<file path="config.mk">
export PLATFORM = sky130hd
export DESIGN_NAME = sorted_priority_queue_unit
export DESIGN_NICKNAME = d
export VERILOG_FILES = /design/src/design/spq_pkg.sv /design/src/design/sorted_priority_queue_unit.sv /design/src/design/spq_cell.sv
export SDC_FILE = /design/constraint.sdc
export NUM_CORES = 2
export LEC_CHECK = 0
export BUFFER_PORTS_ARGS = -buffer_cell sky130_fd_sc_hd__clkbuf_2
export CORE_MARGIN = 10
export CORE_UTILIZATION = 35
export CTS_CLUSTER_DIAMETER = 200
export CTS_CLUSTER_SIZE = 28
export DETAILED_ROUTE_END_ITERATION = 16
export GPL_TIMING_DRIVEN = 0
export PLACE_DENSITY = 0.46
export SYNTH_ARGS = -nofsm -noshare
export SYNTH_HDL_FRONTEND = slang
export SYNTH_SLANG_ARGS = --single-unit
</file>
<file path="constraint.sdc">
create_clock -name clk -period 6.61 [get_ports clk]
set_input_delay 0.3305 -clock clk [delete_from_list [all_inputs] [get_ports clk]]
set_output_delay 0.3305 -clock clk [all_outputs]
set_load 0.05 [all_outputs]
</file>
<file path="src/design/spq_pkg.sv">
// Shared definitions for the sorted priority queue: operation and status codes,
// field widths and the command struct that drives the cell row. No dependencies.
package spq_pkg;

  localparam int DATA_W = 32;
  localparam int PRIO_W = 16;
  localparam int OCC_W  = 5;

  localparam logic [1:0] OP_ENQ  = 2'd0;
  localparam logic [1:0] OP_DEQ  = 2'd1;
  localparam logic [1:0] OP_PEEK = 2'd2;

  localparam logic [1:0] ST_OK       = 2'd0;
  localparam logic [1:0] ST_OVERFLOW = 2'd1;
  localparam logic [1:0] ST_EMPTY    = 2'd2;

  // Broadcast to every cell in the row for one cycle.
  typedef struct packed {
    logic enq;
    logic deq;
  } spq_cmd_t;

endpackage

</file>
<file path="src/design/sorted_priority_queue_unit.sv">
// Sorted priority queue built as a row of DEPTH shift cells, head in cell 0.
// The result strobe comes in the cycle after the transfer is accepted.
// Throughput: one operation per cycle once out of reset; every cell compares and shifts at once.
// Reset (synchronous, rst_n low) empties the queue; busy is high while in reset.
// The receiver cannot stall: each result is shown for exactly one cycle.
module sorted_priority_queue_unit #(
  parameter int DEPTH = 16
) (
  input  logic                              clk,
  input  logic                              rst_n,
  input  logic                              start,
  output logic                              busy,
  input  logic [1:0]                        in_op,
  input  logic signed [spq_pkg::DATA_W-1:0] in_item_data,
  input  logic signed [spq_pkg::PRIO_W-1:0] in_item_priority,
  output logic                              out_valid,
  output logic [1:0]                        out_status,
  output logic signed [spq_pkg::DATA_W-1:0] out_head_data,
  output logic [spq_pkg::OCC_W-1:0]         out_occupancy
);
  import spq_pkg::*;

  localparam int CNT_W = $clog2(DEPTH + 1);

  // Entry count; cell i holds a live entry when i is below the count.
  logic [CNT_W-1:0]  count_r, count_nxt;
  logic              busy_r;
  logic              valid_r;
  logic [1:0]        status_r, status_nxt;
  logic [DATA_W-1:0] head_r, head_nxt;

  logic     accept;
  logic     full, empty;
  spq_cmd_t cmd;

  // Neighbor links along the row.
  logic                     lower_w [DEPTH];
  logic [DATA_W-1:0]        data_w  [DEPTH];
  logic signed [PRIO_W-1:0] prio_w  [DEPTH];

  assign accept = start && !busy_r;
  assign full   = (count_r == CNT_W'(DEPTH));
  assign empty  = (count_r == '0);

  // The row only moves on a transfer that actually changes the queue.
  assign cmd.enq = accept && (in_op == OP_ENQ) && !full;
  assign cmd.deq = accept && (in_op == OP_DEQ) && !empty;

  for (genvar i = 0; i < DEPTH; i++) begin : g_cell
    logic                     up_lower;
    logic [DATA_W-1:0]        up_data;
    logic signed [PRIO_W-1:0] up_prio;
    logic [DATA_W-1:0]        dn_data;
    logic signed [PRIO_W-1:0] dn_prio;

    if (i == 0) begin : g_top
      // Nothing above the head: it never takes a shifted entry.
      assign up_lower = 1'b0;
      assign up_data  = '0;
      assign up_prio  = '0;
    end else begin : g_mid
      assign up_lower = lower_w[i-1];
      assign up_data  = data_w[i-1];
      assign up_prio  = prio_w[i-1];
    end

    if (i == DEPTH - 1) begin : g_bot
      // The tail slot becomes free on a dequeue, so its contents do not matter.
      assign dn_data = '0;
      assign dn_prio = '0;
    end else begin : g_inner
      assign dn_data = data_w[i+1];
      assign dn_prio = prio_w[i+1];
    end

    spq_cell u_cell (
      .clk      (clk),
      .cmd      (cmd),
      .occ      (CNT_W'(i) < count_r),
      .new_data (in_item_data),
      .new_prio (in_item_priority),
      .up_lower (up_lower),
      .up_data  (up_data),
      .up_prio  (up_prio),
      .dn_data  (dn_data),
      .dn_prio  (dn_prio),
      .lower    (lower_w[i]),
      .data     (data_w[i]),
      .prio     (prio_w[i])
    );
  end

  // Result and count for the operation being accepted this cycle.
  always_comb begin
    count_nxt  = count_r;
    status_nxt = ST_OK;
    head_nxt   = '0;
    unique case (in_op) inside
      OP_ENQ: begin
        if (full) begin
          status_nxt = ST_OVERFLOW;
        end else begin
          count_nxt = count_r + 1'b1;
        end
      end
      OP_DEQ, OP_PEEK: begin
        if (empty) begin
          status_nxt = ST_EMPTY;
        end else begin
          head_nxt = data_w[0];
          if (in_op == OP_DEQ) begin
            count_nxt = count_r - 1'b1;
          end
        end
      end
      default: begin
        // Unused code: no operation, plain ok status.
      end
    endcase
  end

  always_ff @(posedge clk) begin
    if (!rst_n) begin
      count_r <= '0;
      busy_r  <= 1'b1;
      valid_r <= 1'b0;
    end else begin
      busy_r  <= 1'b0;
      valid_r <= accept;
      if (accept) begin
        count_r <= count_nxt;
      end
    end
  end

  // Result payload registers need no reset; the strobe qualifies them.
  always_ff @(posedge clk) begin
    if (accept) begin
      status_r <= status_nxt;
      head_r   <= head_nxt;
    end
  end

  assign busy          = busy_r;
  assign out_valid     = valid_r;
  assign out_status    = status_r;
  assign out_head_data = head_r;
  assign out_occupancy = OCC_W'(count_r);

endmodule

</file>
<file path="src/design/spq_cell.sv">
// One slot of the sorted queue row: holds a (data, priority) pair and loads from
// its upper neighbor, its lower neighbor or the new item. Depends on spq_pkg.
module spq_cell (
  input  logic                              clk,
  input  spq_pkg::spq_cmd_t                 cmd,
  input  logic                              occ,
  input  logic [spq_pkg::DATA_W-1:0]        new_data,
  input  logic signed [spq_pkg::PRIO_W-1:0] new_prio,
  input  logic                              up_lower,
  input  logic [spq_pkg::DATA_W-1:0]        up_data,
  input  logic signed [spq_pkg::PRIO_W-1:0] up_prio,
  input  logic [spq_pkg::DATA_W-1:0]        dn_data,
  input  logic signed [spq_pkg::PRIO_W-1:0] dn_prio,
  output logic                              lower,
  output logic [spq_pkg::DATA_W-1:0]        data,
  output logic signed [spq_pkg::PRIO_W-1:0] prio
);
  import spq_pkg::*;

  logic [DATA_W-1:0]        data_r, data_nxt;
  logic signed [PRIO_W-1:0] prio_r, prio_nxt;

  // An empty slot or one of strictly lower priority gives way to the new item.
  // Along the sorted row this flag is a run of zeros followed by ones.
  assign lower = !occ || (prio_r < new_prio);

  always_comb begin
    data_nxt = data_r;
    prio_nxt = prio_r;
    if (cmd.enq) begin
      if (up_lower) begin
        data_nxt = up_data;
        prio_nxt = up_prio;
      end else if (lower) begin
        data_nxt = new_data;
        prio_nxt = new_prio;
      end
    end else if (cmd.deq) begin
      data_nxt = dn_data;
      prio_nxt = dn_prio;
    end
  end

  always_ff @(posedge clk) begin
    data_r <= data_nxt;
    prio_r <= prio_nxt;
  end

  assign data = data_r;
  assign prio = prio_r;

endmodule

</file>
# After elaboration in Yosys (flattened, before gate mapping)
# Index checks and enable logic that the tools add are counted.
[word_totals] in_bits=53 out_inout_bits=41 elab_cells=291 reg_bits=809
[op_classes] n_reduce_logical=63 order_cmp=32 bitwise_logic=1 mux=134 n_addsub=2 n_eq_ne=22
[op_table] op="$mux W32" n=63
[op_table] op="$mux W16" n=63
[op_table] op="$lt A16 B16 Y1" n=16
[op_table] op="$ne A3 B1 Y1 const B" n=15
[op_table] op="$lt A4 B5 Y1 const A" n=8
[op_table] op="$reduce_and A2 Y1" n=16
[op_table] op="$lt A3 B5 Y1 const A" n=4
[op_table] op="$logic_not A1 Y1" n=19
[op_table] op="$logic_or A1 B1 Y1" n=16
[op_table] op="$mux W5" n=3
[op_table] op="$lt A1 B5 Y1 const A" n=2
[op_table] op="$lt A2 B5 Y1 const A" n=2
[op_table] op="$pmux W5 S2" n=1
[op_table] op="$ne A2 B2 Y1 const B" n=3
[op_table] op="$add A5 B1 Y5 const B" n=1
[op_table] op="$eq A5 B5 Y1 const B" n=1
[op_table] op="$logic_and A1 B1 Y1" n=5
[op_table] op="$logic_not A5 Y1" n=1
[op_table] op="$reduce_and A5 Y1" n=1
[op_table] op="$sub A5 B1 Y5 const B" n=1
[op_table] op="$pmux W2 S2" n=1
[op_table] op="$reduce_bool A2 Y1" n=2
[op_table] op="$reduce_or A2 Y1" n=2
[op_table] op="$eq A2 B1 Y1 const B" n=1
[op_table] op="other kinds (6)" n=7

# Longest topological paths before layout
[depth] word_depth=6 mapped_depth=12 mapped_depth_nobuf=8

# Modules after synthesis
# A second synthesis with hierarchy kept.
[hier_totals] cells_unflattened=4493 hier_area_um2=47628.2
[modules_own_cells] mod="spq_cell at g_cell[0].u_cell ..." seq_area_each_um2=1441.4 instances=10 cells_each=272 area_each_um2=2864.0
[modules_own_cells] mod="spq_cell at g_cell[4].u_cell ..." seq_area_each_um2=1441.4 instances=6 cells_each=269 area_each_um2=2846.5
[modules_own_cells] mod="sorted_priority_queue_unit" seq_area_each_um2=1161.1 instances=1 cells_each=159 area_each_um2=1909.3

# Least setup slack after synthesis
# No wires, ideal clock.
[synth_timing] path_type="register to register" from="reg busy_r (netlist: busy)" to="reg g_cell[15].u_cell.data_r[0], enable pin" required_ps=6127 path_buffers=2 setup_slack_ps=516 path_stages_with_launch=7 setup_ps=483 arrival_time_ps=5612 synth_period_minus_slack_ps=6094 path_cell_list="dfxtp_1 -> nor2_1 -> nand3_1 -> buf_2 -> clkbuf_1 -> and2_1 -> a31oi_1"
[synth_via] elab_chain_cells=6 word_cells_on_any_way=9 cone_classes="eq/ne (1); reduce/logical (8)"
[synth_lines] item="from (decl)" line="sorted_priority_queue_unit.sv:27" rtl="logic busy_r;"
[synth_lines] item="from (signal assigned)" line="sorted_priority_queue_unit.sv:125" rtl="busy_r <= 1'b1;"
[synth_lines] item="from (signal assigned)" line="sorted_priority_queue_unit.sv:128" rtl="busy_r <= 1'b0;"
[synth_lines] item="$logic_not A1 Y1 (*)" line="sorted_priority_queue_unit.sv:41" rtl="assign accept = start && !busy_r;"
[synth_lines] item="$logic_and A1 B1 Y1 (*)" line="sorted_priority_queue_unit.sv:41"
[synth_lines] item="net accept" line="sorted_priority_queue_unit.sv:32" rtl="logic accept;"
[synth_lines] item="$logic_and A1 B1 Y1, on equally long branches (2 in a row)" line="sorted_priority_queue_unit.sv:46, sorted_priority_queue_unit.sv:47"
[synth_lines] item="$ne A3 B1 Y1 (no source line) / $reduce_bool A2 Y1 (equally long branches)"
[synth_lines] item="$reduce_and A2 Y1 (no source line) (*)"
[synth_lines] item="to (signal assigned)" line="spq_cell.sv:45" rtl="data_r <= data_nxt;"
[synth_lines] item="to (decl)" line="spq_cell.sv:20" rtl="logic [DATA_W-1:0] data_r, data_nxt;"
# The timed path passes the listed nets; every way through them passes the cells marked *.
# A chain may end at the register's enable or synchronous reset.

# Worst setup path after layout
[layout_timing] from="reg count_r[1] (netlist: out_occupancy[1])" to="reg g_cell[1].u_cell.data_r[12], enable pin"
[layout_via] elab_chain_cells=5 word_cells_on_any_way=15 cone_classes="order compare (2); eq/ne (2); reduce/logical (11)"
[layout_lines] item="from (decl)" line="sorted_priority_queue_unit.sv:26" rtl="logic [CNT_W-1:0] count_r, count_nxt;"
[layout_lines] item="from (signal assigned)" line="sorted_priority_queue_unit.sv:131" rtl="count_r <= count_nxt;"
[layout_lines] item="$lt A1 B5 Y1, or another cell as far along" line="sorted_priority_queue_unit.sv:79" rtl=".occ (CNT_W'(i) < count_r),"
[layout_lines] item="$logic_not A1 Y1, on equally long branches" line="spq_cell.sv:25, sorted_priority_queue_unit.sv:46, sorted_priority_queue_unit.sv:47"
[layout_lines] item="$logic_or A1 B1 Y1, or another cell as far along" line="spq_cell.sv:25" rtl="assign lower = !occ || (prio_r < new_prio);"
[layout_lines] item="$ne A3 B1 Y1 (no source line) / $reduce_bool A2 Y1 (equally long branches)"
[layout_lines] item="$reduce_and A2 Y1 (no source line) (*)"
[layout_lines] item="to (signal assigned)" line="spq_cell.sv:45"
[layout_lines] item="to (decl)" line="spq_cell.sv:20"
# Every way passes the cells marked *; elsewhere a longest branch is shown, timed or not.

==> run_results.csv <==
group,metric,value,unit
synthesis,syn_nets,4631,
min_path,holdCritPathClass,"input pin to register",
floorplanning,start_util,35.2,%
setup_path,crit_slowest_cell,"clkbuf_1",
synthesis,ys_ff_latch,809,
drt,num_vias,37300,
grt,grt_use_total,22.6,%
drt,drtIter0Drc,3166,
grt,busiest_layer,"met2",
synthesis,synthCells,4332,
synthesis,avgSynthCellArea,10.5,sq um
synthesis,synthArstFlopShare,0,%
cts,cts_buffers,34,
cts,clkLatencyLatePin,660,ps
cts,cts-root-buf,"clkbuf_16",
grt,first_global_vias,38900,
synthesis,synth_edf_count,802,
drt,firstDrtPassIters,5,
placement,place_hpwl,138,mm
setup_path,cp_slowest_stage_delay,900,ps
floorplanning,die-height,381,um
synthesis,synth_cell_types,60,
grt,grt-ovfl-total,0,
sta,hold_violations,0,
floorplanning,die_w,381,um
synthesis,synth.top_cells.by_area,"edfxtp_1 53%, o211ai_1 12%, nand2_1 7.7%",
power_and_ir_drop,power.density,200,nW/um^2
setup_path,cp_cell_sequence,"clkbuf_1 -> inv_1 -> ha_1 -> inv_1 -> or4_1 -> and3_1 -> clkbuf_1 -> buf_2 -> clkbuf_2 -> clkbuf_1 -> a31oi_4 -> buf_16 -> buf_12",
synthesis,syn_area,45500,sq um
grt,grtUsageMet3,2.35,%
setup_path,cp-start-kind,"register",
setup_path,crit_required,7010,ps
cells_and_area,nFillCells,13300,
drt,drc,0,
drt,wl_per_cell,27.6,um
sta,skew,21.0,ps
placement,place_inst,6186,
setup_path,critical_path.most_common_cell,"clkbuf_1",
grt,grt_util_met1,32.1,%
cells_and_area,final_nets,4779,
cts,cts-htree-levels,2,
synthesis,yosysMostFrequentCell,"nand2_1",
setup_path,crit_path_end_kind,"register",
min_path,min_path_cells,3,
drt,vias_per_cell,5.99,
power_and_ir_drop,leakage,16.8,nW
cells_and_area,drive_gt1_share,4.79,%
cts,cts_resized,0,
sta,max_freq,0.178,GHz
grt,use_met2,35.8,%
run_status,run_status,"finished, violations left",
sta,finalCritPeriodShare,84.8,%
setup_path,r2r_cells,13,
synthesis,ys_seq_area_share,53.2,%
synthesis,ys.flop_type,"edfxtp_1",
cts,cts_tree,"yes",
drt,drt-total-wl,172,mm
floorplanning,die-area,145000,sq um
floorplanning,num_rows,132,
grt,antenna_found_initial,0,
cts,postCtsSetupBuffers,0,
synthesis,yosys.area.top_type,"edfxtp_1",
grt,grt_max_degree,34,
cts,clock_path_buffers,3,
sta,slew_headroom,0.322,%
cells_and_area,area_growth,8.89,%
cts,clock-sinks,809,
sta,holdWs,66.5,ps
sta,fin_crit,5600,ps
placement,port_buffers,93,
cts,cts_hold_buf,0,
run,max-cap-violations,1,
setup_path,worstPathArrival,6010,ps
cells_and_area,fin_cells,6231,
drt,antenna_left,0,
setup_path,worstPathMaxFanout,25,
placement,gp_congestion,0.912,
synthesis,synth_top_cell_area_share,52.9,%
grt,grt_pass1_wl,250,mm
synthesis,ys_warn_count,0,
sta,slew_violations,0,
setup_path,crit_type,"register to register",
floorplanning,ios,94,
floorplanning,coreArea,129000,sq um
power_and_ir_drop,vdd_ir_drop_max,0.146,mV
run_status,violations,"capacitance limit",
sta,worst_pin_slew,1480,ps
sta,rsz0062_at_grt,"false",
synthesis,synthTopCellsByCount,"930 x nand2_1, 802 x edfxtp_1, 721 x o211ai_1",
cts,path_clk_slew,130,ps
sta,setup_viol,0,
==> layer usage <==
metal  wire length, um  up-vias  part of all wire, %
met4              5970        0                  3.5
li1                  -    17300                    -
met1             81200    18800                   47
met3              7520      190                  4.4
met2             77200      972                   45
met5                 0        -                    0
==> power by group <==
part	total (mW)	internal (mW)	switching [mW]
logic	1.26	0.344	0.916
clock network	2.77	0.983	1.79
registers	5.91	5.81	0.0994
==> worst max-delay path, delay by kind of cell, from the launching register on <==
kind	cells	cell delay [ps]
adder cells (fa/ha/maj)	1	270
flip-flops	1	390
buffers and inverters	9	3920
AND/OR/NAND/NOR	2	300
AO/OA/AOI/OAI	1	410
==> cells by family after synthesis <==
logic type / synth area share [%]
XOR/XNOR: 0.0769
flip-flops: 53.2
multiplexers: 1.10
buffers and inverters: 4.28
adder cells (fa/ha/maj): 6.76
AO/OA/AOI/OAI: 17.3
AND/OR/NAND/NOR: 17.3
==> placed cells by master, fill, tap and decap left out, types with 7 or more instances in the layout <==
cell type / Yosys / final
a2111oi_0: 9 / 9
clkbuf_1: 396 / 399
o211ai_1: 721 / 721
buf_12: 0 / 17
ha_1: 246 / 246
nand2b_1: 20 / 20
edfxtp_1: 802 / 802
clkbuf_16: 0 / 35
nor2_1: 36 / 35
nand2_1: 930 / 930
o211ai_2: 10 / 10
mux2i_1: 49 / 49
nor3_1: 13 / 13
a21oi_1: 97 / 94
clkbuf_2: 1 / 96
a221o_1: 7 / 7
and3_1: 37 / 37
a21o_1: 19 / 19
buf_1: 41 / 41
or4_1: 7 / 7
nor4_1: 8 / 8
dfxtp_1: 7 / 7
nand3_1: 56 / 56
and2_1: 11 / 11
nand4_1: 502 / 502
nor2b_1: 7 / 7
o311ai_0: 96 / 96
buf_2: 21 / 21
o21ai_0: 55 / 54
inv_1: 38 / 38
o31a_2: 0 / 11
==> layout make-up <==
| class | count | area [sq um] | share of cell area [%] |
|---|---|---|---|
| sequential | 809 | 24200 | 48.8 |
| inverter | 38 | 143 | 0.288 |
| buffer | 465 | 1810 | 3.65 |
| clock buffer | 40 | 895 | 1.80 |
| timing repair buffer | 112 | 861 | 1.74 |
| tap | 1742 | 2180 | 4.40 |
| antenna | 3 | 7.51 | 0.0151 |
| clock inverter | 2 | 13.8 | 0.0278 |
| multi-input combinational | 3020 | 19500 | 39.2 |
==> through the flow <==
step                total power, mW  TNS (ps)  util [%]  setup slack [ps]  area, sq um
floorplan                      6.76         0         -               516        45500
global placement               7.23  -1439580      37.3             -4150        48200
detailed placement             7.26         0      37.6               932        48700
CTS                            10.0         0      38.3              1020        49600
global route                   10.3         0      38.3               807        49600
finish                         9.94         0      38.3              1010        49600
==> state kept, by name, indices dropped and copies added (netlist names) <==
register	flops
g_cell.u_cell.data	512
out_status	2
g_cell.u_cell.prio	256
out_head_data	32
busy	1
out_occupancy	5
out_valid	1
==> worst paths after layout <==
path	startpoint	end	slack (ps)
max	out_occupancy[1]$_SDFFE_PN0P_	g_cell[1].u_cell.data[12]$_DFFE_PP_	1010
min	start	out_valid$_SDFF_PN0_	70
max reg2reg	out_occupancy[1]$_SDFFE_PN0P_	g_cell[1].u_cell.data[12]$_DFFE_PP_	1010
min reg2reg	g_cell[15].u_cell.data[27]$_SDFFCE_PN0P_	g_cell[14].u_cell.data[27]$_DFFE_PP_	550
No activity file was read; power rests on OpenSTA's default activity.
